==> src/sv/pair_distance_histogram_unit_assert.svh <==
// assertion macros for the pair distance histogram unit
`ifndef PAIR_DISTANCE_HISTOGRAM_UNIT_ASSERT_SVH
`define PAIR_DISTANCE_HISTOGRAM_UNIT_ASSERT_SVH
`ifndef SYNTHESIS
`define PDH_ASSERT_NEVER(lbl, clk, rst, cond, msg) \
  lbl: assert property (@(posedge clk) disable iff (rst) !(cond)) else $error(msg);
`define PDH_ASSERT_IMP(lbl, clk, rst, ante, cons, msg) \
  lbl: assert property (@(posedge clk) disable iff (rst) (ante) |-> (cons)) else $error(msg);
`else
`define PDH_ASSERT_NEVER(lbl, clk, rst, cond, msg)
`define PDH_ASSERT_IMP(lbl, clk, rst, ante, cons, msg)
`endif
`endif

==> src/sv/pdh_pkg.sv <==
// shared types and constants of the pair distance histogram unit
`default_nettype none
package pdh_pkg;
  localparam int BINS       = 256;
  localparam int BIN_W      = $clog2(BINS);
  localparam int FIFO_DEPTH = 4;
  localparam int FIFO_AW    = $clog2(FIFO_DEPTH);
  localparam int SQRT_STEPS = 33;
  localparam logic [31:0] HIST_INC = 32'd2;
  localparam logic [31:0] CNT_MAX  = 32'hFFFF_FFFF;
  localparam logic [30:0] BOX_RESET = 31'd655360;
  localparam logic [31:0] INV_RESET = 32'd655360;

  typedef enum logic [1:0] {
    OP_ACC   = 2'd0,
    OP_PASS  = 2'd1,
    OP_READ  = 2'd2,
    OP_CLEAR = 2'd3
  } op_t;

  typedef enum logic [1:0] {
    REG_BOX_X = 2'd0,
    REG_BOX_Y = 2'd1,
    REG_BOX_Z = 2'd2,
    REG_INV   = 2'd3
  } cfg_reg_t;

  typedef struct packed {
    op_t         op;
    logic [65:0] sq;
    logic [7:0]  rbin;
  } item_t;

  typedef struct packed {
    logic full;
    logic empty;
  } fifo_stat_t;
endpackage
`default_nettype wire

==> src/sv/pdh_fifo.sv <==
// short queue between front and back end
`default_nettype none
module pdh_fifo import pdh_pkg::*; (
  input  wire logic  clk,
  input  wire logic  rst,
  input  wire logic  push,
  input  wire item_t push_item,
  input  wire logic  pop,
  output item_t      pop_item,
  output fifo_stat_t fstat
);
  item_t              slots [FIFO_DEPTH];
  logic [FIFO_AW-1:0] wptr, rptr;
  logic [FIFO_AW:0]   count;

  assign pop_item    = slots[rptr];
  assign fstat.full  = (count == (FIFO_AW+1)'(FIFO_DEPTH));
  assign fstat.empty = (count == '0);

  always_ff @(posedge clk) begin
    if (rst) begin
      wptr  <= '0;
      rptr  <= '0;
      count <= '0;
    end else begin
      if (push) begin
        wptr <= wptr + 1'b1;
      end
      if (pop) begin
        rptr <= rptr + 1'b1;
      end
      if (push && !pop) begin
        count <= count + 1'b1;
      end else if (pop && !push) begin
        count <= count - 1'b1;
      end
    end
  end

  always_ff @(posedge clk) begin
    if (push) begin
      slots[wptr] <= push_item;
    end
  end
endmodule
`default_nettype wire

==> config.mk <==
export PLATFORM = sky130hd
export DESIGN_NAME = pdh_fifo
export DESIGN_NICKNAME = d
export VERILOG_FILES = /design/src/sv/pair_distance_histogram_unit_assert.svh /design/src/sv/pdh_pkg.sv /design/src/sv/pdh_fifo.sv
export SDC_FILE = /design/constraint.sdc
export NUM_CORES = 1
export LEC_CHECK = 0
export BUFFER_PORTS_ARGS = -buffer_cell sky130_fd_sc_hd__buf_2
export CORE_MARGIN = 8
export CORE_UTILIZATION = 57
export CTS_CLUSTER_SIZE = 8
export DETAILED_ROUTE_END_ITERATION = 16
export PLACE_DENSITY = 0.89
export SYNTH_ARGS = -nofsm -noshare
export SYNTH_HDL_FRONTEND = slang
export SYNTH_SLANG_ARGS = --single-unit
==> constraint.sdc <==
create_clock -name clk -period 3.8 [get_ports clk]
set_input_delay 0.95 -clock clk [delete_from_list [all_inputs] [get_ports clk]]
set_output_delay 0.95 -clock clk [all_outputs]
set_load 0.02 [all_outputs]
==> metrics.yaml <==
sta:
  fmax_ghz: 0.316
  hold_viol: 0
  tightest_slew_ps: 628
  slew_viol_final: 0
  rsz0062_at_grt: "no"
  setup-tns-final_ps: 0
  skew_ps: 5.77
  period_needed_ps: 3160
  relSlewSlack_pct: 58.1
  timing.hold.ws_ps: 549
  setup_viol: 0
  timing.final.crit_share_pct: 83.2
synth:
  synth_top_area_cell: "edfxtp_1"
  syn-num-nets: 527
  netlist_area_sq_um: 11400
  seq_area_frac_synth_pct: 81.4
  yosysWarnings: 0
  synth.top_cell.area_share_pct: 79.8
  ys_ff_latch: 313
  syn_avg_cell_area_sq_um: 25.9
  ys_types: 23
  netlist_instances: 441
  netlist_top_cells_area: "edfxtp_1, mux4_2, dfxtp_1, buf_12, ha_1"
worst_setup_path:
  crit_arrival_ps: 2210
  crit_type: "reg -> out"
  cp-endpoint: "pop_item[41]"
  crit_path_start_kind: "register"
  critPathMaxStageDelay_ps: 630
  slowest_stage: "mux4_2"
  cp_cell_sequence: "buf_12 -> mux4_2 -> buf_2"
  reg2reg_to: "slots[0][11]$_DFFE_PP_"
  r2r-start: "wptr[0]$_SDFFE_PP0P_"
  crit_fanout: 76
  required_ps: 2850
  reg2reg_slack_ps: 2020
  crit_path_end_kind: "output pin"
  reg2reg_depth: 4
pwr:
  peakVddDrop_mv: 0.473
  switchingPower_mw: 1.83
  total_leakage_power_nw: 4.68
  p_seq_share_pct: 48.6
  powerDensity_nw_per_um2: 605
  swShare_pct: 22.0
  clockPowerShare_pct: 41.5
  power_frac_comb_pct: 9.9
  intPower_mw: 6.49
cts:
  clock_path_buffers: 3
  cts_buffers: 45
  clkTransAtPathRegs_ps: 50
  clock_latency_ps: 510
  cts_sinks: 313
  cts_root_buffer: "clkbuf_16"
  post_cts_resized: 0
  h-tree-depth: 2
  holdBufCountCts: 0
  post-cts-setup-buffers: 0
  cts_tree: "done"
floorplanning:
  die_area_sq_um: 24900
  initial_core_util_pct: 57.3
  dieWidth_um: 158
  rows: 52
  die_h_um: 158
  io_pins: 158
  core_sq_um: 20000
final_layout:
  n_antenna_cell: 0
  drive_gt1_share_pct: 45.7
  areaGrowthSynthToFinish_pct: 20.2
  layout.nets: 719
  final_cell_mix: "edfxtp_1, buf_2, mux4_2"
  final_common_cell: "edfxtp_1"
grt:
  grt_pass1_wl_um: 34300
  grt.overflow.total: 0
  grtUsageTotal_pct: 18.6
  grt_util_met1_pct: 23.3
  antenna_found_initial: 1
  grtUsageMet2_pct: 31.8
  use_met3_pct: 4.48
  grt_busiest_layer: "met2"
  grt_max_degree: 77
  grt_pass1_vias: 5949
routing:
  route.detailed.drc: 0
  detail-route-antenna-nets: 0
  dr.pass1.iters: 5
  drt_wl_total_um: 22800
  num_vias: 5253
  wire_per_inst_um: 25.0
  drt-initial-drc-count: 330
  via_per_inst: 5.75
run_status:
  status: "finished, final reports clean"
run:
  maxCapViolations: 0
placed_design:
  hpwl_um: 13200
  place_congestion: 0.710
  numPortBuffers: 157
hold_path:
  min_path_type: "reg -> reg"
## cells in the mapped netlist
library cell / number
and2_1: 4
nor2_1: 7
xor2_1: 3
or3_1: 1
buf_6: 1
dfxtp_1: 9
buf_12: 5
nand2_1: 1
o21ai_0: 1
buf_1: 3
buf_2: 5
mux2i_1: 2
xnor2_1: 2
a21oi_1: 1
inv_1: 4
edfxtp_1: 304
buf_4: 3
mux4_2: 76
nor3_1: 1
clkbuf_1: 1
fa_1: 1
nor3b_1: 1
ha_1: 5
## logic make-up after synthesis
family,synth area share (%)
buffers and inverters,1.65
and+or+nand+nor,0.645
adders and majority gates,0.722
AOI/OAI and AO/OA,0.0874
xor gates and xnor gates,0.383
DFF,81.4
muxes,15.1
## registers in the layout, indices dropped and copies added (netlist names), named ones only
signal and cells:
rptr 2, count 3, slots 304, wptr 2
## per-stage QoR
| stage | area [sq um] | setup WS (ps) | cells | power [mW] | utilization, % |
|---|---|---|---|---|---|
| 6_report | 13800 | 639 | 913 | 8.32 | 68.8 |
| 5_1_grt | 13800 | 532 | 913 | 8.58 | 68.8 |
| 4_1_cts | 13800 | 587 | 913 | 8.41 | 68.8 |
| 3_5_place_dp | 12500 | 1140 | 856 | 4.93 | 62.7 |
| 3_3_place_gp | 12500 | 1160 | 856 | 4.89 | 62.7 |
| 2_1_floorplan | 11400 | 634 | 441 | 4.63 | - |
## worst min-delay path by stage
stage | startpoint | endpoint | slack [ps] | cells after the start
detailed placement | rptr[1]$_SDFFE_PP0P_ | register | 540 | 2
floorplan | count[2]$_SDFFE_PP0P_ | count[2]$_SDFFE_PP0P_ | 470 | 2
global placement | count[2]$_SDFFE_PP0P_ | count[2]$_SDFFE_PP0P_ | 480 | 2
finish | rptr[1]$_SDFFE_PP0P_ | register | 550 | 2
CTS | rptr[1]$_SDFFE_PP0P_ | register | 550 | 2
global route | rptr[1]$_SDFFE_PP0P_ | register | 590 | 2
## area by class of cell
type,count,area [sq um]
sequential,313,9320
clock buffer,55,1210
multi-input combinational,106,1950
fill,1174,6220
tap,270,338
clock inverter,2,17.5
inverter,4,15.0
timing repair buffer,163,906
## critical path: cells and delay by family (launching register included)
kind,cells,cell delay [ps]
flip-flops,1,350
multiplexers,1,630
buffers and inverters,2,670
## layer usage
metal  vias up  wire length (um)
li1       2248                 -
met1      2728              9180
met2       228             11600
met3        47              1580
met4         2               469
met5         -                11
## power groups by stage
stage,sequential [mW],combinational (mW),clock (mW)
2_1_floorplan,4.07,0.559,0
3_3_place_gp,4.08,0.807,0
3_5_place_dp,4.10,0.834,0
4_1_cts,4.04,0.844,3.52
5_1_grt,4.05,0.877,3.66
6_report,4.04,0.824,3.46
No activity file was read; power rests on OpenSTA's default activity.
